--- config.mk ---
export PLATFORM = sky130hd
export DESIGN_NAME = moi_mul
export DESIGN_NICKNAME = d
export VERILOG_FILES = /design/src/rtl/moi_pkg.sv /design/src/rtl/moi_mul.sv
export SDC_FILE = /design/constraint.sdc
export NUM_CORES = 2
export LEC_CHECK = 0
export BUFFER_PORTS_ARGS = -buffer_cell sky130_fd_sc_hd__buf_2
export CORE_MARGIN = 3
export CORE_UTILIZATION = 28
export DETAILED_ROUTE_END_ITERATION = 6
export GPL_ROUTABILITY_DRIVEN = 0
export PLACE_DENSITY = 0.52
export RECOVER_POWER = 25
export SLEW_MARGIN = 20
export SYNTH_ARGS = -nofsm -noshare
export SYNTH_HDL_FRONTEND = slang
export SYNTH_SLANG_ARGS = --single-unit
--- constraint.sdc ---
create_clock -name clk -period 14.9 [get_ports clk]
set_input_delay 1.49 -clock clk [delete_from_list [all_inputs] [get_ports clk]]
set_output_delay 1.49 -clock clk [all_outputs]
set_load 0.1 [all_outputs]
--- src/rtl/moi_pkg.sv ---
// shared constants and helpers for the mecanum odometry integrator
// no dependencies
`timescale 1ns / 1ps

package moi_pkg;

    localparam int WINDOW_DEF = 16;
    localparam int SPEED_W    = 32;
    localparam int GAIN_W     = 32;
    localparam int POS_W      = 48;
    localparam int TIME_W     = 63;
    localparam int MUL_W      = 34;

    // floor(2^62 / 1e9), seconds in q.30 from nanoseconds after a 32 bit shift
    localparam logic [32:0] SEC_RECIP = 33'd4611686018;

    localparam logic [1:0] OP_UPDATE    = 2'd0;
    localparam logic [1:0] OP_INIT      = 2'd1;
    localparam logic [1:0] OP_POS_RESET = 2'd2;

    localparam logic CFG_LINEAR  = 1'b0;
    localparam logic CFG_ANGULAR = 1'b1;

    // product >> 16, magnitude clamped, sign applied
    function automatic logic [31:0] vel_sat(input logic [2*MUL_W-1:0] p, input logic neg);
        logic [2*MUL_W-17:0] r;
        logic [31:0] cap;
        logic [31:0] m;
        r   = p[2*MUL_W-1:16];
        cap = neg ? 32'h8000_0000 : 32'h7FFF_FFFF;
        m   = (r > {{(2*MUL_W-48){1'b0}}, cap}) ? cap : r[31:0];
        return neg ? (~m + 32'd1) : m;
    endfunction

endpackage

--- src/rtl/moi_mul.sv ---
// shared unsigned multiplier with registered product
// depends on moi_pkg
`timescale 1ns / 1ps

module moi_mul import moi_pkg::*;
(
    input  logic                 clk,
    input  logic [MUL_W-1:0]     a,
    input  logic [MUL_W-1:0]     b,
    output logic [2*MUL_W-1:0]   p
);

    logic [2*MUL_W-1:0] p_reg;

    always_ff @(posedge clk)
    begin
        p_reg <= a * b;
    end

    assign p = p_reg;

endmodule

# Word-level counts from Yosys, hierarchy flattened
# Index checks and enable logic that the tools add are counted.
# totals
ff_bits	68
output_inout_bits	68
elab_cells	2
# op_classes
n_mul	1
# ops
operator	n
$mul 34x34->68	1

# Depth between registers and ports, before layout
# logic_depth
word_depth	1
mapped_depth	29
mapped_depth_nobuf	27

# Least setup slack after synthesis
# OpenSTA, ideal clock, no wires.
# synth_timing
path_kind	in2reg
from	input b[4]
to	register p_reg[66], in the netlist p[66]
setup_time_ns	0.123
t_arrival_ns	8.032
path_slack_ns	6.746
path_stages	27
path_cell_list	clkbuf_1 -> clkbuf_1 -> nand2_1 -> fa_1 -> fa_1 -> inv_1 -> fa_1 -> inv_1 -> fa_1 -> fa_1 -> inv_1 -> fa_1 -> fa_1 -> inv_1 -> fa_1 -> inv_1 -> ha_1 -> buf_6 -> a21oi_1 -> o21ai_0 -> a211oi_2 -> nor2_1 -> o31ai_1 -> nor3_1 -> nor3_2 -> o21ai_1 -> xor2_1
# synth_between
elab_chain_cells	1
# synth_rtl
item	line_no	rtl
start, declared	moi_mul.sv:9	input logic [MUL_W-1:0] b,
$mul 34x34->68	moi_mul.sv:17	p_reg <= a * b;
end signal, assigned	moi_mul.sv:17	
end, declared	moi_mul.sv:13	logic [2*MUL_W-1:0] p_reg;
# No other way between the ends.

# Final worst setup path
# layout_timing
from	input a[18]
to	register p_reg[63], in the netlist p[63]
# layout_between
elab_chain_cells	1
# layout_rtl
item	line_no	rtl
start, declared	moi_mul.sv:8	input logic [MUL_W-1:0] a,
$mul 34x34->68	moi_mul.sv:17	
# No other way between the ends.

==> run metrics <==
outcome=complete, but fails checks; failing checks=capacitance limit, slew limit; dpl hpwl=around 90 mm; syn_nets=around 5700; number of synthesized flops with an enable pin=0; Finished Cell Area=between 0.04 and 0.05 sq mm; IO Pins=~140; Layout fillers=roughly 15000; total grt overflow=0; Synth top area share=a little over half; max reg flops=between 60 and 70; clk sinks=between 60 and 70; RSZ-0062 raised after global routing=false; arrival time worst endpoint=9.87 ns; worst path required time=approximately 15 ns; wire length per cell=19.6 microns; vias in the first global route=approximately 32000; critical setup path kind=in -> reg; register area share after synthesis=3.51%; Hold WS=~1.8 ns; CP startpoint kind=input port; CTS Buf Count=9; area of the multi-input gates=0.0326 sq mm; Worst-path clk slew=approximately 0.07 ns; PostCTS Resize Cnt=0; Die Span X=~380 microns; Final Hold Viols=0; Tightest Pin Transition=1.88 ns; global-route wire length before repair=approximately 190 mm; port buffer count=between 100 and 150; ys async rst share=0%; Setup Total Neg Slack=0 ns; max_cap viols=1; Iteration-0 DRC Markers=approximately 1500; final worst path period need=9.58 ns; via/cell ratio=about 4.7; H-Tree Depth=3; Final Cycle Share=about 64%; antenna-violating nets left=0; Hold Crit Class=in -> reg; Hold Buf Count CTS=0; dpl cell area=0.0409 sq mm; flops & latches, synth=between 60 and 70; CP Capture Type=flip-flop; Rel. slew slack=-25.6%; initial antenna violation count=16; Syn Inst Count=4287; Area Growth Syn to Fin=6.17%; Synth Cell Area=a little under 0.04 sq mm; number of library cell types mapped by synthesis=65; predominant post-synthesis flop cell=dfxtp_1; Syn Area/Cell=9.04 sq um; Reg area=around 0.0014 sq mm; Slew Limit Fails=35; share of cells above drive strength 1=3.86%; Total Routing Usage GR=between 10% and 20%; Final setup viols=0; TritonCTS clock tree=yes; Starting Density=between 20 and 30%; Core Area=around 0.14 sq mm; row cnt=about 140; fin nets=5596; CP Max Fanout=34; largest area contributor in the netlist=fa_1; drt total wl=~120 mm; synth top area cells=fa_1 53%, inv_1 10%, ha_1 9.2%; residual DRC count=0; Ys Warns=0; CTS root buffer=clkbuf_16; largest net degree at the start of global routing=35; Vias=28151; Bufs on Longest Clock Path=2; Post CTS Setup Buffer Count=0; drt first pass iters=5; Highest Clock Rate=roughly 100 MHz; die span in y=between 300 and 400 microns; die area=0.143 sq mm
-- cell families after synthesis --
| family | after synthesis | synth area share (%) |
|---|---|---|
| compound gates | 226 | 3.73 |
| xor+xnor | 66 | 1.49 |
| fa+ha+maj | 1304 | 61.9 |
| buf+inv | 1263 | 12.5 |
| flops | 68 | 3.51 |
| mux | 1 | 0.0258 |
| simple gates | 1359 | 16.9 |
-- placed cells by master (no fill, tap or decap), drive strengths merged, types with 6 or more instances in the layout --
master	count
a211oi	10
a21o	22
a21oi	82
a31oi	8
and2	504
buf	126
clkbuf	44
dfxtp	68
fa	1020
ha	284
inv	1030
nand2	729
nand3	8
nand4	21
nor2	54
nor2b	6
nor3	14
o21ai	61
o21bai	13
xnor2	43
xor2	23
-- through the flow --
stage | instances | setup WS [ns] | utilization [%]
after floorplan | 4287 | 6.75 | -
after global placement | 5993 | 5.17 | 29.9
after detailed placement | 5993 | 5.14 | 29.9
after CTS | 6009 | 5.50 | 30.2
after global routing | 6009 | 5.00 | 30.1
final | 6011 | 5.32 | 30.1
-- worst max-delay path: stages --
cell	delay, ns
buf_2	0.73
nand2_1	0.20
fa_1	0.55
fa_1	0.55
inv_1	0.06
fa_1	0.49
fa_1	0.65
fa_1	0.50
fa_1	0.47
fa_1	0.50
inv_1	0.05
fa_1	0.47
inv_1	0.04
ha_1	0.44
nand4_1	0.23
nor4_1	0.58
nand2_1	0.16
a211oi_1	0.37
a31oi_1	0.24
a21oi_2	0.40
a31oi_2	0.25
o21ai_1	0.23
xor2_1	0.15
-- layout make-up --
class	instances	share of cell area [%]
inverters	1029	9.39
well taps	1781	5.42
flip-flops and latches	68	3.31
diodes	2	0.0122
clock buffers	11	0.614
multi-input cells	2956	79.1
clock inverters	5	0.143
repair buffers	159	1.97
-- metal layers --
metal | vias to the layer above | part of all wire, % | global-route usage [%]
met5 | - | 0.032 | 0
met2 | 747 | 52 | 30.7
met3 | 186 | 4.4 | 1.91
met1 | 15045 | 41 | 21.5
met4 | 6 | 3.2 | 5.02
li1 | 12167 | - | -
-- synth_stat cells (4+ instances only) --
master,n
a211oi_1,9
a21o_1,21
a21oi_1,77
a21oi_2,4
a31oi_1,7
and2_1,504
and3_1,4
buf_2,6
buf_6,8
clkbuf_1,213
dfxtp_1,68
fa_1,1020
ha_1,284
inv_1,1029
nand2_1,729
nand2b_1,4
nand3_1,8
nand4_1,20
nor2_1,53
nor2b_1,6
nor3_1,12
o21ai_0,44
o21ai_1,17
o21bai_1,13
xnor2_1,43
xor2_1,23
-- path summary, 6_finish.rpt --
path / slack, ns / to / depth (start not counted) / startpoint
setup / recovery: 5.32 / p[63] / 23 / a[18]
hold / removal: 1.76 / p[0] / 3 / a[0]
Power is left out: the tool's default activity adds up to more than one toggle a clock period on the data nets, which glitch-free logic cannot reach.
