--- config.mk ---
export PLATFORM = sky130hd
export DESIGN_NAME = moi_wmem
export DESIGN_NICKNAME = d
export VERILOG_FILES = /design/src/rtl/moi_pkg.sv /design/src/rtl/moi_wmem.sv
export SDC_FILE = /design/constraint.sdc
export NUM_CORES = 1
export LEC_CHECK = 0
export BUFFER_PORTS_ARGS = -buffer_cell sky130_fd_sc_hd__buf_2
export CELL_PAD_IN_SITES_DETAIL_PLACEMENT = 1
export CELL_PAD_IN_SITES_GLOBAL_PLACEMENT = 2
export CORE_UTILIZATION = 45
export DETAILED_ROUTE_END_ITERATION = 8
export PLACE_DENSITY = 0.77
export SLEW_MARGIN = 15
export SYNTH_ARGS = -nofsm -noshare
export SYNTH_HDL_FRONTEND = slang
export SYNTH_SLANG_ARGS = --single-unit
--- constraint.sdc ---
create_clock -name clk -period 7.4 [get_ports clk]
set_input_delay 0.37 -clock clk [delete_from_list [all_inputs] [get_ports clk]]
set_output_delay 0.37 -clock clk [all_outputs]
set_load 0.01 [all_outputs]
--- src/rtl/moi_pkg.sv ---
// shared constants and helpers for the mecanum odometry integrator
// no dependencies
`timescale 1ns / 1ps

package moi_pkg;

    localparam int WINDOW_DEF = 16;
    localparam int SPEED_W    = 32;
    localparam int GAIN_W     = 32;
    localparam int POS_W      = 48;
    localparam int TIME_W     = 63;
    localparam int MUL_W      = 34;

    // floor(2^62 / 1e9), seconds in q.30 from nanoseconds after a 32 bit shift
    localparam logic [32:0] SEC_RECIP = 33'd4611686018;

    localparam logic [1:0] OP_UPDATE    = 2'd0;
    localparam logic [1:0] OP_INIT      = 2'd1;
    localparam logic [1:0] OP_POS_RESET = 2'd2;

    localparam logic CFG_LINEAR  = 1'b0;
    localparam logic CFG_ANGULAR = 1'b1;

    // product >> 16, magnitude clamped, sign applied
    function automatic logic [31:0] vel_sat(input logic [2*MUL_W-1:0] p, input logic neg);
        logic [2*MUL_W-17:0] r;
        logic [31:0] cap;
        logic [31:0] m;
        r   = p[2*MUL_W-1:16];
        cap = neg ? 32'h8000_0000 : 32'h7FFF_FFFF;
        m   = (r > {{(2*MUL_W-48){1'b0}}, cap}) ? cap : r[31:0];
        return neg ? (~m + 32'd1) : m;
    endfunction

endpackage

--- src/rtl/moi_wmem.sv ---
// velocity window memory, one entry holds the three body velocities
// synchronous read with registered read data; depends on moi_pkg
`timescale 1ns / 1ps

module moi_wmem import moi_pkg::*;
#(
    parameter int DEPTH = WINDOW_DEF,
    parameter int AW    = $clog2(WINDOW_DEF),
    parameter int DW    = 3 * SPEED_W
)
(
    input  logic          clk,
    input  logic          re,
    input  logic [AW-1:0] raddr,
    output logic [DW-1:0] rdata,
    input  logic          we,
    input  logic [AW-1:0] waddr,
    input  logic [DW-1:0] wdata
);

    logic [DW-1:0] mem [DEPTH];
    logic [DW-1:0] rdata_reg;

    always_ff @(posedge clk)
    begin
        if (we)
        begin
            mem[waddr] <= wdata;
        end
        if (re)
        begin
            rdata_reg <= mem[raddr];
        end
    end

    assign rdata = rdata_reg;

endmodule

# After elaboration in Yosys (flattened, before gate mapping)
# Memory sizes are Yosys's and may differ from the RTL's. A register that Yosys moved wholly into a read port is not among the register bits.
# Index checks and enable logic that the tools add are counted.
# word_totals
wordCells	3
mem_count	1
ram_bits	1536
regBits	0
output_inout_bits	96
# classes
n_mux	2
# memory_table
name	words	word_bits	rd	rd_clocked_by_memory_dff	wr	line	text
mem	16	96	1	1	1	moi_wmem.sv:21	logic [DW-1:0] mem [DEPTH];
# ops
op	count
$mux W1	2

# Depth between registers and ports, before layout
# depth
depth_word	2
ltp_mapped	6
mapped_depth_nobuf	3

# Worst setup path after synthesis
# No wires, ideal clock.
# synth_path
kind	in2reg
startpoint	input waddr[2]
endpoint	memory mem[0][0] in the netlist's numbering (enable)
stages	2
arrival_ns	7.378
path_slack_ns	-0.648
setup_ns	0.670
path_cell_list	or3b_2 > nor3_1
# synth_lines
item	line	text
from (decl)	moi_wmem.sv:17	input logic [AW-1:0] waddr,
to (decl)	moi_wmem.sv:21	
# Straight into the memory's write port.

# Worst setup path in the final report
# layout_path
startpoint	input re
endpoint	register rdata_reg[39] (netlist: rdata[39]) (read register of mem) (enable)
# layout_lines
item	line	text
from (decl)	moi_wmem.sv:13	input logic re,
to (decl)	moi_wmem.sv:22	logic [DW-1:0] rdata_reg;
# No word-level cell between the ends.

==> summary.txt <==
Setup path
  – Required time worst endpoint: 7800 ps
  – Crit Path Max Fanout: 42
  – Buf/Inv on CP: 4
  – Kind of critical path: in -> reg
  – Critical path's slowest cell: buf_4
  – R2R cell count: 3
  – CP Cell Sequence: dlygate4sd3_1 > buf_4 > buf_4 > buf_4
  – Max incr delay on CP: 830 ps
  – CP top delay family: buffers and inverters
  – Arrival @ worst endpoint: 2920 ps
  – WP depth: 4
  – Startpoint Class: input pin
  – Most frequent CP cell: buf_4
  – Critical Path Sink Type: register

Power and ir drop
  – Pwr dens: 279 mW/mm2
  – Maximum VDD drop: 188 uV
  – Flop pwr share: 0.540
  – Comb power frac: 0.048
  – Clock group share of total power: 0.411
  – NetSw: 0.00405 W
  – Sw Share: 0.208
  – Cell-internal power: 0.0154 W
  – P_leak: 22.1 nW

Placement
  – RePlAce Congestion: 0.709
  – Detailed placer's ending HPWL: 67.6 mm
  – IO buf count: 202

Die
  – # IOs: 203
  – Core area: 0.132 mm2
  – # rows: 133
  – Total die area: 0.136 mm2
  – Die W: 368 um
  – Die height: 368 um
  – Initial core utilization: 0.456

Timing
  – Final min period: 2530 ps
  – Sum of negative setup slack: 0 ps
  – Worst-margin pin slew: 1020 ps
  – RSZ-0062 raised after global routing: no
  – Worst Skew: 17.4 ps
  – Final setup violation count: 0
  – Fin crit share: 0.341
  – Hold_ws: 373 ps
  – Final Max Slew Viols: 0
  – Final hold vios: 0
  – Slew Limit Headroom: 0.323
  – Fmax: 0.396 GHz

Routing
  – Drt pass-1 iters: 5
  – DRC Markers: 0
  – Final ANT Viol Nets: 0
  – DR iter-0 viols: 2,991
  – WL/cell: 30.6 um
  – Routed vias/inst: 5.89
  – Final WL: 144 mm
  – Routed vias: 27.8k

Clock network
  – Setup Buffers After CTS: 0
  – Clock transition at path regs: 60 ps
  – Root Buffer: clkbuf_16
  – Clock tree sinks: 1,632
  – CTS buffer count: 162
  – Clock latency on the worst-skew pair: 770 ps
  – Worst-case clock buffer depth: 3
  – TritonCTS clock tree: yes
  – Max H-tree Level: 4
  – Post-CTS Hold Fix Bufs: 97
  – Post_cts resized: 0

Layout
  – Ant diodes: 0
  – Share of cells above drive strength 1: 0.290
  – Seq. cell area: 0.0490 mm2
  – Synth-to-Final Area Change: 15.4%
  – Most common cell after layout, fill and taps aside: edfxtp_1
  – Nets@finish: 2,936
  – Commonest non-fill, non-tap cells in the layout: edfxtp_1 (1,632), mux4_2 (384), buf_2 (199)
  – Largest register FFs: 1,536
  – Area of the multi-input gates: 0.0107 mm2
  – Fillers: 11.3k

Worst hold path
  – Hold Path Cell Cnt: 4
  – Worst hold path class: in -> reg

Global routing
  – Largest net degree at the start of global routing: 121
  – GRT overflow: 0
  – GRT Overall Usage: 0.214
  – Antenna violations before repair: 16
  – First-pass GRT wire length: 208 mm
  – Vias in the first global route: 30.1k

Yosys
  – Count of different cell masters after synthesis: 17
  – Ys Warns: 0
  – Post-Synthesis Cells: 2,460
  – Syn avg cell area: 24.5 um2
  – Syn Nets: 2,567
  – Synthesized area: 0.0603 mm2
  – Sequential fraction of the synthesis area: 0.812
  – #FFs+latches synth: 1,632

Run status
  – Status: finished clean

Job
  – MaxCap Viol Count: 0
[cell type report]
type / count / area share
clock buffers: 203 / 0.0614
flip-flops and latches: 1632 / 0.704
clock inverters: 91 / 0.0122
well taps: 1755 / 0.0316
multi-input cells: 699 / 0.154
repair buffers: 334 / 0.0362
[power by group through the flow]
stage | Clock (W) | Sequential [W] | Combinational (W)
2_1_floorplan | 0 | 0.0107 | 0.000495
5_1_grt | 0.00843 | 0.0105 | 0.00101
6_report | 0.00799 | 0.0105 | 0.000939
3_5_place_dp | 0 | 0.0107 | 0.000904
3_3_place_gp | 0 | 0.0107 | 0.000867
4_1_cts | 0.00815 | 0.0105 | 0.000955
[cell usage after synthesis, drive strengths merged]
| cell type | n | area [um2] |
|---|---|---|
| edfxtp | 1632 | 49000 |
| mux4 | 384 | 8650 |
| a22oi | 192 | 1440 |
| nand2 | 97 | 364 |
| buf | 83 | 554 |
| clkbuf | 46 | 173 |
| nor2 | 13 | 48.8 |
| nor3 | 4 | 20.0 |
| nand2b | 2 | 12.5 |
| nand3b | 2 | 15.0 |
| nor2b | 2 | 12.5 |
| and2 | 1 | 6.26 |
| nand3 | 1 | 5.00 |
| or3b | 1 | 8.76 |
[worst min-delay path: cells and delay by family]
kind / cells / cell delay (ps)
simple gates: 2 / 230
buf+inv: 1 / 160
compound gates: 1 / 220
[final timing paths]
check                        startpoint             endpoint  slack [ps]
setup / recovery                     re  rdata[39]$_DFFE_PP_        4870
hold reg to reg   mem[15][46]$_DFFE_PP_  rdata[46]$_DFFE_PP_         740
hold / removal                 raddr[2]  rdata[46]$_DFFE_PP_         370
setup reg to reg  mem[10][39]$_DFFE_PP_  rdata[39]$_DFFE_PP_        5830
[metal layers]
metal	vias up	track usage	routed length [um]
li1	11373	-	-
met1	15113	0.298	60500
met2	1033	0.346	71100
met3	214	0.0449	9650
met4	22	0.0559	2820
met5	-	0	142
[stage by stage]
| stage | setup slack (ps) | total power, W | cell area (um2) | cells | utilization |
|---|---|---|---|---|---|
| floorplan | 1950 | 0.0112 | 60300 | 2460 | - |
| global placement | 4300 | 0.0115 | 63500 | 4323 | 0.480 |
| detailed placement | 4250 | 0.0116 | 63500 | 4323 | 0.480 |
| CTS | 4890 | 0.0196 | 69600 | 4714 | 0.526 |
| global route | 4870 | 0.0199 | 69600 | 4714 | 0.526 |
| finish | 4870 | 0.0194 | 69600 | 4714 | 0.526 |
[logic make-up after synthesis]
group,synth area share
muxes,0.143
buffers and inverters,0.0121
DFF,0.812
AOI/OAI and AO/OA,0.0239
and+or+nand+nor,0.00817
(Power assumes the default switching activity.)
