==> config.mk <==
export PLATFORM = sky130hd
export DESIGN_NAME = moi_div
export DESIGN_NICKNAME = d
export VERILOG_FILES = /design/src/rtl/moi_pkg.sv /design/src/rtl/moi_div.sv
export SDC_FILE = /design/constraint.sdc
export NUM_CORES = 1
export LEC_CHECK = 0
export BUFFER_PORTS_ARGS = -buffer_cell sky130_fd_sc_hd__buf_2
export CORE_UTILIZATION = 40
export DETAILED_ROUTE_END_ITERATION = 10
export GPL_TIMING_DRIVEN = 0
export PLACE_DENSITY_LB_ADDON = 0.05
export SLEW_MARGIN = 20
export SYNTH_ARGS = -nofsm -noshare
export SYNTH_HDL_FRONTEND = slang
export SYNTH_SLANG_ARGS = --single-unit
==> constraint.sdc <==
create_clock -name clk -period 4.7 [get_ports clk]
set_clock_uncertainty 0.15 [all_clocks]
set_input_delay 0.47 -clock clk [delete_from_list [all_inputs] [get_ports clk]]
set_output_delay 0.47 -clock clk [all_outputs]
set_load 0.1 [all_outputs]
==> src/rtl/moi_pkg.sv <==
// shared constants and helpers for the mecanum odometry integrator
// no dependencies
`timescale 1ns / 1ps

package moi_pkg;

    localparam int WINDOW_DEF = 16;
    localparam int SPEED_W    = 32;
    localparam int GAIN_W     = 32;
    localparam int POS_W      = 48;
    localparam int TIME_W     = 63;
    localparam int MUL_W      = 34;

    // floor(2^62 / 1e9), seconds in q.30 from nanoseconds after a 32 bit shift
    localparam logic [32:0] SEC_RECIP = 33'd4611686018;

    localparam logic [1:0] OP_UPDATE    = 2'd0;
    localparam logic [1:0] OP_INIT      = 2'd1;
    localparam logic [1:0] OP_POS_RESET = 2'd2;

    localparam logic CFG_LINEAR  = 1'b0;
    localparam logic CFG_ANGULAR = 1'b1;

    // product >> 16, magnitude clamped, sign applied
    function automatic logic [31:0] vel_sat(input logic [2*MUL_W-1:0] p, input logic neg);
        logic [2*MUL_W-17:0] r;
        logic [31:0] cap;
        logic [31:0] m;
        r   = p[2*MUL_W-1:16];
        cap = neg ? 32'h8000_0000 : 32'h7FFF_FFFF;
        m   = (r > {{(2*MUL_W-48){1'b0}}, cap}) ? cap : r[31:0];
        return neg ? (~m + 32'd1) : m;
    endfunction

endpackage

==> src/rtl/moi_div.sv <==
// three lane divider by the window length, four quotient bits per cycle
// depends on moi_pkg
`timescale 1ns / 1ps

module moi_div import moi_pkg::*;
#(
    parameter int WINDOW = WINDOW_DEF,
    parameter int SUMW   = SPEED_W + $clog2(WINDOW_DEF)
)
(
    input  logic                 clk,
    input  logic                 rst_n,
    input  logic                 start,
    input  logic [2:0][SUMW-1:0] mag,
    output logic [2:0][31:0]     quo,
    output logic                 done
);

    localparam int DIVW  = ((SUMW + 3) / 4) * 4;
    localparam int STEPS = DIVW / 4;
    localparam int CW    = $clog2(STEPS + 1);
    localparam int RW    = $clog2(WINDOW) + 1;

    logic [2:0][RW-1:0]   rem_reg, rem_next;
    logic [2:0][DIVW-1:0] dvd_reg, dvd_next;
    logic [2:0][DIVW-1:0] quo_reg, quo_next;
    logic [CW-1:0]        cnt_reg;
    logic                 busy_reg;
    logic                 done_reg;

    always_comb
    begin
        logic [RW:0]     t;
        logic [RW-1:0]   r;
        logic [DIVW-1:0] d;
        logic [DIVW-1:0] q;
        for (int l = 0; l < 3; l++)
        begin
            r = rem_reg[l];
            d = dvd_reg[l];
            q = quo_reg[l];
            for (int j = 0; j < 4; j++)
            begin
                t = {r, d[DIVW-1]};
                d = {d[DIVW-2:0], 1'b0};
                if (t >= (RW+1)'(WINDOW))
                begin
                    t = t - (RW+1)'(WINDOW);
                    q = {q[DIVW-2:0], 1'b1};
                end
                else
                begin
                    q = {q[DIVW-2:0], 1'b0};
                end
                r = t[RW-1:0];
            end
            rem_next[l] = r;
            dvd_next[l] = d;
            quo_next[l] = q;
        end
    end

    always_ff @(posedge clk or negedge rst_n)
    begin
        if (!rst_n)
        begin
            busy_reg <= 1'b0;
            done_reg <= 1'b0;
            cnt_reg  <= '0;
        end
        else
        begin
            done_reg <= busy_reg && !start && (cnt_reg == CW'(STEPS - 1));
            if (start)
            begin
                busy_reg <= 1'b1;
                cnt_reg  <= '0;
            end
            else if (busy_reg)
            begin
                cnt_reg <= cnt_reg + CW'(1);
                if (cnt_reg == CW'(STEPS - 1))
                begin
                    busy_reg <= 1'b0;
                end
            end
        end
    end

    always_ff @(posedge clk)
    begin
        if (start)
        begin
            for (int l = 0; l < 3; l++)
            begin
                dvd_reg[l] <= DIVW'(mag[l]);
                rem_reg[l] <= '0;
                quo_reg[l] <= '0;
            end
        end
        else if (busy_reg)
        begin
            dvd_reg <= dvd_next;
            rem_reg <= rem_next;
            quo_reg <= quo_next;
        end
    end

    always_comb
    begin
        for (int l = 0; l < 3; l++)
        begin
            quo[l] = quo_reg[l][31:0];
        end
    end

    assign done = done_reg;

endmodule

## After elaboration in Yosys (flattened, before gate mapping)

Index checks and enable logic that the tools add are counted.

| cells by class | value |
|---|---|
| add/subtract/negate cells | 13 |
| order comparisons | 12 |
| equal/unequal tests | 1 |
| mux-type cells | 31 |
| reductions and logical operators | 4 |

Operators with widths:

| cell | count |
|---|---|
| $mux W108 | 2 |
| $ge A6 B5 Y1 const B | 12 |
| $mux W5 | 12 |
| $sub A5 B5 Y5 const B | 12 |
| $mux W1 | 15 |
| $mux W4 | 2 |
| $add A4 B1 Y4 const B | 1 |
| $eq A4 B4 Y1 const B | 1 |
| $logic_and A1 B1 Y1 | 2 |
| $reduce_bool A2 Y1 | 1 |
| $logic_not A1 Y1 | 1 |

| storage, ports and cells | value |
|---|---|
| bits in registers | 225 |
| word-level logic and storage cells | 73 |

## Longest topological paths before layout

Gate-level depths: netlist of run 1.

| depth | value |
|---|---|
| word-level depth | 8 |
| mapped depth | 5 |

## Least setup slack after synthesis of run 1

OpenSTA, ideal clock, no wires.

| timing | value |
|---|---|
| kind | in2reg |
| start point | input port start |
| end point | register dvd_reg, in the netlist dvd_next[100], enable pin |
| path buffers | 2 |
| setup slack | 0.793 ns |
| library setup time | 0.474 ns |
| required time | 4.076 ns |
| stages | 3 |
| data arrival time | 3.283 ns |
| cell sequence | buf_2 clkbuf_1 or2_1 |

| on the way | value |
|---|---|
| word-level cells in the longest chain between the ends | 1 |

RTL lines:

| what | line | text |
|---|---|---|
| start, declared | moi_div.sv:13 | `input logic start,` |
| $reduce_bool A2 Y1 (no source line) | n/a |  |
| end signal, assigned by index | moi_div.sv:96 | `dvd_reg[l] <= DIVW'(mag[l]);` |
| end signal, assigned | moi_div.sv:103 | `dvd_reg <= dvd_next;` |
| end, declared | moi_div.sv:25 | `logic [2:0][DIVW-1:0] dvd_reg, dvd_next;` |

No other way between the ends.
A chain may end at the register's enable or synchronous reset.

## Worst setup path after layout of run 1

| timing | value |
|---|---|
| start point | input port start |
| end point | register dvd_reg, in the netlist dvd_next[90], enable pin |

The elaborated chain is that of the path after synthesis.

==> flow_summary.yaml, run 1 <==
timing:
  holdWs_ps: 96.2
  worst_slack_ps: 2550
  max_freq_mhz: 465
  rsz0062_at_grt: "false"
  fin_crit_sh: 0.458
  drv_slew: 0
  maxSlewHeadroom: 0.559
  hold_violations: 0
  setup_viol: 0
  worstMarginPinSlew_ps: 661
  layout_min_cycle_time_ps: 2150
layout:
  fill_cells: 2125
  multi_input_area_mm2: 0.00291
  ff_latch_area_mm2: 0.00562
  stdcell_count: 1300
  drive_gt1_frac: 0.381
  area_growth_pct: 24.6
  nets: 1077
global_route:
  grt_max_degree: 44
  antenna_found_initial: 8
  grt_pass1_wl_um: 31500
  grt_pass1_vias: 5751
  grt_remaining_overflow: 0
  grt_util_all_layers: 0.168
logic_synthesis:
  ys_types: 31
  netlist_instances: 728
  seq_area_frac_synth: 0.593
  ys_top_cells_by_area: "edfxtp_1, dfxtp_1, mux2_1, mux2i_1, buf_4"
  synth_nets: 841
  synth_area_leader_cell: "edfxtp_1"
  synth_seq_cells: 225
  synth_top_cell_area_share: 0.343
  yosys_warnings: 0
  syn_area_mm2: 0.00947
  avgSynthCellArea_um2: 13.0
cts:
  insertion_delay_ps: 500
  cts_tree: "yes"
  cts.sinks: 225
  clkSlewWorstSetupHoldPaths_ps: 60
  htree_levels: 1
  cts_hold_buffers: 1
  numCtsBuffers: 25
  cts_resized: 0
  postCtsSetupRepairBufs: 0
  cts.path.max_buffers: 3
  root_buffer: "clkbuf_16"
setup_path:
  critPathKind: "primary input to flop"
  reg2reg_depth: 4
  crit_path_end_kind: "flop"
  crit_path_max_fanout: 43
  timing.rr.end: "dvd_next[90]"
  crit_end: "dvd_next[90]"
  start_kind: "primary input"
  r2r-start: "busy_reg"
  critPathLaunch: "start"
  arrival_ps: 2180
  crit_required_ps: 4730
  r2r_slack_ps: 2680
worst_hold_path:
  hp-class: "primary input to flop"
placement:
  dp.cells: 1249
  io_buffers: 206
  place_hpwl_um: 14200
  pre_cts_slack_ps: 1960
  place_congestion: 0.731
power:
  ir_drop_v: 0.000253
  p_per_area_mw_per_mm2: 385
  leakage_nw: 5.92
routing:
  drtAntennaViolNets: 0
  vias: 5789
  drt_iter0_markers: 172
  dr.pass1.iters: 4
  via_per_inst: 4.45
  drc_errors: 0
  wl_per_cell_um: 15.6
  wl_um: 20200
floorplan:
  initial_utilization: 0.413
  placementRows: 55
  die_x_um: 156
  core_area_mm2: 0.0229
  die_h_um: 156
  dieArea_mm2: 0.0243
  ioPinCount: 208
job:
  drv_cap: 0
status:
  outcome: "finished, final reports clean"
per-layer routing:
layer,track usage,vias up,wire length (um)
met4,0.0369,8,231
li1,-,2938,-
met5,0,-,49
met1,0.207,2665,8810
met2,0.288,151,9670
met3,0.0525,27,1490
cell type report:
class | instances | share of cell area
Clock buffer | 42 | 0.0701
Inverter | 11 | 0.00350
Buffer | 133 | 0.0766
Antenna cell | 5 | 0.00106
Multi-Input combinational cell | 359 | 0.247
Sequential cell | 225 | 0.476
Timing Repair Buffer | 209 | 0.0917
Clock inverter | 3 | 0.00127
Tap cell | 313 | 0.0332
cells in the final DEF, fill, tap and decap left out, drive strengths merged, types with 5 or more instances in the layout:
cell,instances
mux2i,97
dfxtp,111
inv,11
a311oi,9
nor2,114
and2,12
edfxtp,108
diode,5
dfrtp,6
buf,331
clkbuf,52
mux2,97
stage by stage:
step | instance area [um2] | power [mW] | util | TNS [ps]
after global placement | 10900 | 2.63 | 0.475 | -109690
after global routing | 11800 | 4.71 | 0.514 | 0
after CTS | 11800 | 4.60 | 0.514 | 0
after detailed placement | 10900 | 2.64 | 0.477 | 0
after floorplan | 9470 | 2.52 | - | 0
final | 11800 | 4.54 | 0.515 | 0
power by group:
part	switching [mW]	total [mW]	leakage, nW	internal, mW
logic	0.217	0.360	3.35	0.142
clock network	0.755	1.95	0.423	1.19
registers	0.0472	2.23	2.14	2.18
total	1.02	4.54	5.92	3.52
Yosys cell counts, drive strengths merged:
cell type  count
nor2b          1
dfrtp          6
edfxtp       108
a21o           1
xnor2          1
a21oi          1
mux2          97
nand4          1
dfxtp        111
inv           11
ha             2
buf          123
or3b           3
nand2b         3
nor2         114
or4b           3
nand3b         2
o41ai          3
or2            1
and3b          3
mux2i         97
a311oi         9
a21bo          1
and2          12
a211oi         3
nor3b          1
clkbuf        10
worst min path at each step:
stage / start / end / slack [ps] / cells past startpoint
floorplan: rst_n / busy_reg / 20 / 0
global placement: rst_n / cnt_reg[1] / 160 / 1
detailed placement: rst_n / cnt_reg[0] / 150 / 1
CTS: mag[0] / dvd_next[4] / 70 / 2
global route: mag[3] / dvd_next[7] / 80 / 2
finish: mag[38] / dvd_next[42] / 100 / 2
cell families after synthesis:
family                   Yosys count  synth area share
XOR/XNOR                           1          0.000925
AND/OR/NAND/NOR                  144            0.0682
multiplexers                     194             0.218
buffers and inverters            144            0.0998
adder cells (fa/ha/maj)            2           0.00264
AO/OA/AOI/OAI                     18            0.0172
flip-flops                       225             0.593
worst max-delay path, stage by stage:
cell and delay [ps]:
buf_2 280, clkbuf_1 560, or2_4 530, buf_12 300
Power figures use the tool's default switching activity.
==> inputs of run 2 (changes only) <==
Clock period 4.7 ns to 1.8 ns, I/O delays scaled along.
==> run 2 against run 1 <==
Sequential cell count unchanged; die area unchanged; non-clock buffer count increased by 109; clock power increased by 130%; critical path depth decreased by 2; sequential share of layout area decreased by 3.6 points.
==> flow_summary.yaml, run 2 (synthesis results as in run 1) <==
routing:
  drtAntennaViolNets: 0
  dr.pass1.iters: 4
  drc_errors: 0
  drt_iter0_markers: 188
  wl_um: 21500
  vias: 6299
  wl_per_cell_um: 15.4
  via_per_inst: 4.49
setup_path:
  slowest_delay_ps: 410
  r2r-start: "busy_reg"
  path_cells: "buf_4, buf_2"
  crit_path_max_fanout: 3
  r2r_slack_ps: 110
  path_delay_family: "buffers and inverters"
  crit_required_ps: 1470
  reg2reg_depth: 4
  timing.rr.end: "dvd_next[81]"
  critPathKind: "flop to output port"
  path_buf_inv: 2
  start_kind: "flop"
  arrival_ps: 1430
  cpMaxStageDelayCell: "buf_2"
  crit_path_end_kind: "output port"
timing:
  fin_crit_sh: 0.979
  hold_violations: 0
  max_freq_mhz: 568
  worstMarginPinSlew_ps: 751
  drv_slew: 0
  setup-tns-final_ps: 0
  maxSlewHeadroom: 0.500
  worst_slack_ps: 38.4
  rsz0062_at_grt: "false"
  holdWs_ps: 45.1
  layout_min_cycle_time_ps: 1760
  setup_viol: 0
cts:
  cts.sinks: 225
  root_buffer: "clkbuf_16"
  cts_tree: "yes"
  numCtsBuffers: 25
  cts.path.max_buffers: 3
  insertion_delay_ps: 510
  clkSlewWorstSetupHoldPaths_ps: 60
  htree_levels: 1
global_route:
  grt_util_all_layers: 0.177
  use_met1: 0.220
  grt_max_degree: 41
  grt_remaining_overflow: 0
  grt_pass1_vias: 6192
  grt_use_met3: 0.0375
  antenna_found_initial: 2
  grt_util_met2: 0.312
  grt_pass1_wl_um: 33200
  top_usage_layer: "met2"
floorplan:
  die_x_um: 156
  core_area_mm2: 0.0229
  ioPinCount: 208
  dieArea_mm2: 0.0243
  die_h_um: 156
  placementRows: 55
  initial_utilization: 0.413
worst_hold_path:
  hold_depth: 3
  hp-class: "primary input to flop"
  holdCritStartpoint: "start"
  worstHoldEndpoint: "cnt_reg[3]"
power:
  leakage_nw: 6.30
  p_per_area_mw_per_mm2: 897
  ir_drop_v: 0.000762
  p_total_mw: 11.5
placement:
  place_hpwl_um: 14200
  place_congestion: 0.723
  pre_cts_slack_ps: -516
  io_buffers: 206
layout:
  area_growth_pct: 34.9
  nets: 1188
  ff_latch_area_mm2: 0.00562
  fill_cells: 2034
  multi_input_area_mm2: 0.00292
  drive_gt1_frac: 0.335
  mostFrequentLayoutCells: "buf_2, nor2_1, dfxtp_1, dlygate4sd3_1, edfxtp_1"
  final_common_cell: "buf_2"
status:
  outcome: "finished, final reports clean"
job:
  drv_cap: 0
-- run 2: timing repair --
| action | 4_1_cts | 5_1_grt |
|---|---|---|
| endpoints found under the setup margin | 73 | 74 |
| resized for setup | 4 | 5 |
| buffers inserted | 0 | 0 |
| hold buffers | 110 | 0 |
| gates cloned | 1 | 1 |
| hold endpoints to repair | 114 | 0 |
-- run 2: per-stage QoR --
| step | utilization | area, um2 | std cells |
|---|---|---|---|
| finish | 0.557 | 12800 | 1402 |
| global route | 0.557 | 12800 | 1402 |
| CTS | 0.556 | 12700 | 1400 |
| detailed placement | 0.477 | 10900 | 1249 |
| global placement | 0.476 | 10900 | 1247 |
| floorplan | - | 9480 | 728 |
-- run 2: how the worst max path moves through the flow --
stage / endpoint / cells past startpoint / slack (ps) / startpoint
5_1_grt: quo[0] / 2 / 0.2 / quo[0]
3_3_place_gp: dvd_next[49] / 3 / -940 / start
2_1_floorplan: dvd_next[100] / 3 / -160 / busy_reg
3_5_place_dp: dvd_next[79] / 4 / -520 / start
4_1_cts: quo[3] / 2 / 2 / quo[3]
6_report: quo[0] / 2 / 40 / quo[0]
-- run 2: power breakdown --
part	total [mW]	leakage [nW]	switching (mW)	internal, mW
registers	5.83	2.14	0.125	5.70
logic	1.14	3.82	0.609	0.532
clock network	4.48	0.335	1.91	2.58
total	11.5	6.30	2.64	8.81
-- run 2: worst register-to-register path: cells and delay by family, from the launching register on --
kind / cells / cell delay, ps
buffers and inverters: 3 / 600
flip-flops: 1 / 320
AND/OR/NAND/NOR: 1 / 290
-- run 2: area by class of cell --
class                   count  area share
flip-flops and latches    225       0.440
multi-input cells         361       0.229
repair buffers            318       0.172
plain buffers             133      0.0714
clock buffers              37      0.0533
well taps                 313      0.0307
inverters                  11     0.00323
clock inverters             3    0.000980
diodes                      1    0.000196
-- run 2: per-layer routing --
layer	wire (um)	part of all wire
met3	1100	0.051
met5	0	0
met4	342	0.016
met2	10600	0.49
met1	9510	0.44
==> inputs of run 3 (changes only) <==
Settings changed: CORE_UTILIZATION 40 to 28.
==> run 3 against run 2 <==
Clock-buffer cell count increased by 4; global-route usage decreased by 3.6 points; cell area increased by 4.1%; sequential cell count unchanged; cell count increased by 10%; critical path type unchanged; highest routed layer unchanged.
==> flow_summary.yaml, run 3 (synthesis results as in run 1) <==
routing:
  vias: 6301
  drc_errors: 0
  wl_per_cell_um: 15.7
  drtAntennaViolNets: 0
  wl_um: 24200
  drt_iter0_markers: 175
  dr.pass1.iters: 4
  via_per_inst: 4.08
layout:
  nets: 1191
  final_common_cell: "buf_2"
  ff_latch_area_mm2: 0.00562
  area_growth_pct: 40.4
  drive_gt1_frac: 0.338
  fin_util: 0.404
  fill_cells: 3282
  multi_input_area_mm2: 0.00291
  mostFrequentLayoutCells: "buf_2, buf_4, nor2_1, dfxtp_1, dlygate4sd3_1"
power:
  ir_drop_v: 0.000607
  p_per_area_mw_per_mm2: 946
  leakage_nw: 6.38
  p_total_mw: 12.6
cts:
  root_buffer: "clkbuf_16"
  cts.sinks: 225
  numCtsBuffers: 28
  cts.path.max_buffers: 3
  clkSlewWorstSetupHoldPaths_ps: 60
  htree_levels: 1
  insertion_delay_ps: 540
  cts_tree: "yes"
timing:
  layout_min_cycle_time_ps: 1750
  max_freq_mhz: 571
  setup-tns-final_ps: 0
  hold_violations: 0
  worstMarginPinSlew_ps: 722
  maxSlewHeadroom: 0.519
  rsz0062_at_grt: "false"
  worst_slack_ps: 47.7
  fin_crit_sh: 0.974
  setup_viol: 0
  drv_slew: 0
setup_path:
  arrival_ps: 1420
  slowest_delay_ps: 410
  crit_required_ps: 1470
  critPathKind: "flop to output port"
  path_cells: "buf_4, buf_2"
  cpMaxStageDelayCell: "buf_2"
  r2r_slack_ps: 190
  path_delay_family: "buffers and inverters"
  path_buf_inv: 2
  crit_path_max_fanout: 3
  start_kind: "flop"
  crit_path_end_kind: "output port"
floorplan:
  die_h_um: 186
  core_area_mm2: 0.0329
  die_x_um: 186
  dieArea_mm2: 0.0345
  placementRows: 66
  initial_utilization: 0.288
  ioPinCount: 208
global_route:
  antenna_found_initial: 3
  grt_remaining_overflow: 0
  grt_util_all_layers: 0.141
  grt_pass1_wl_um: 36900
  grt_pass1_vias: 6370
  grt_max_degree: 47
job:
  drv_cap: 0
worst_hold_path:
  hp-class: "primary input to flop"
placement:
  pre_cts_slack_ps: -442
  io_buffers: 206
  place_hpwl_um: 16200
  place_congestion: 0.709
status:
  outcome: "finished, final reports clean"
## run 3: changes by cell type in the layout (fill, tap and decap cells not counted), moves of 2 or more
cell,before,now
buf_2,216,163
buf_4,105,124
bufinv_16,0,3
clkbuf_16,25,29
clkbuf_4,5,40
clkinv_1,2,6
diode_2,1,3
## run 3: metrics by stage
step | area, um2 | instances | hold WS, ps
after floorplan | 9480 | 728 | -266
after global placement | 11100 | 1376 | -132
after detailed placement | 11100 | 1378 | -135
after CTS | 13200 | 1539 | 23.3
after global routing | 13300 | 1543 | 49.1
final | 13300 | 1543 | 34.0
## run 3: metal layers
metal / track usage / share of wire
met2: 0.234 / 0.46
met5: 0 / 0
met1: 0.181 / 0.46
met3: 0.0346 / 0.055
met4: 0.0367 / 0.022
## run 3: timing repair
action | CTS | global route
pin swaps | 0 | 0
resized for setup | 22 | 40
hold buffers | 110 | 0
cloned | 1 | 0
buffers inserted | 0 | 1
setup endpoints to repair | 109 | 116
endpoints found under the hold margin | 114 | 0
## run 3: final cells by class
type | count | area share
diodes | 3 | 0.000565
clock buffers | 41 | 0.0595
flip-flops and latches | 225 | 0.423
multi-input cells | 360 | 0.219
well taps | 442 | 0.0416
repair buffers | 319 | 0.176
clock inverters | 9 | 0.00847
plain buffers | 133 | 0.0686
inverters | 11 | 0.00311
## run 3: power breakdown
part	switching, mW	internal (mW)	total (mW)
clock network	2.14	3.43	5.58
logic	0.620	0.545	1.17
registers	0.128	5.70	5.83
## run 3: worst reg2reg max path, cell delays in order, from the launching register on
cell and delay, ps:
dfrtp_1 370, clkbuf_2 130, buf_6 160, or2_4 280, buf_16 210
## run 3: path summary, 6_finish.rpt
check | start | endpoint | cells past startpoint
setup reg to reg | busy_reg | dvd_next[56] | 4
min in group asynchronous | rst_n | cnt_reg[0] | 3
hold reg to reg | dvd_reg[34] | rem_reg[2] | 2
setup / recovery | quo[44] | quo[44] | 2
hold / removal | start | cnt_reg[3] | 3
max in group asynchronous | rst_n | cnt_reg[2] | 3
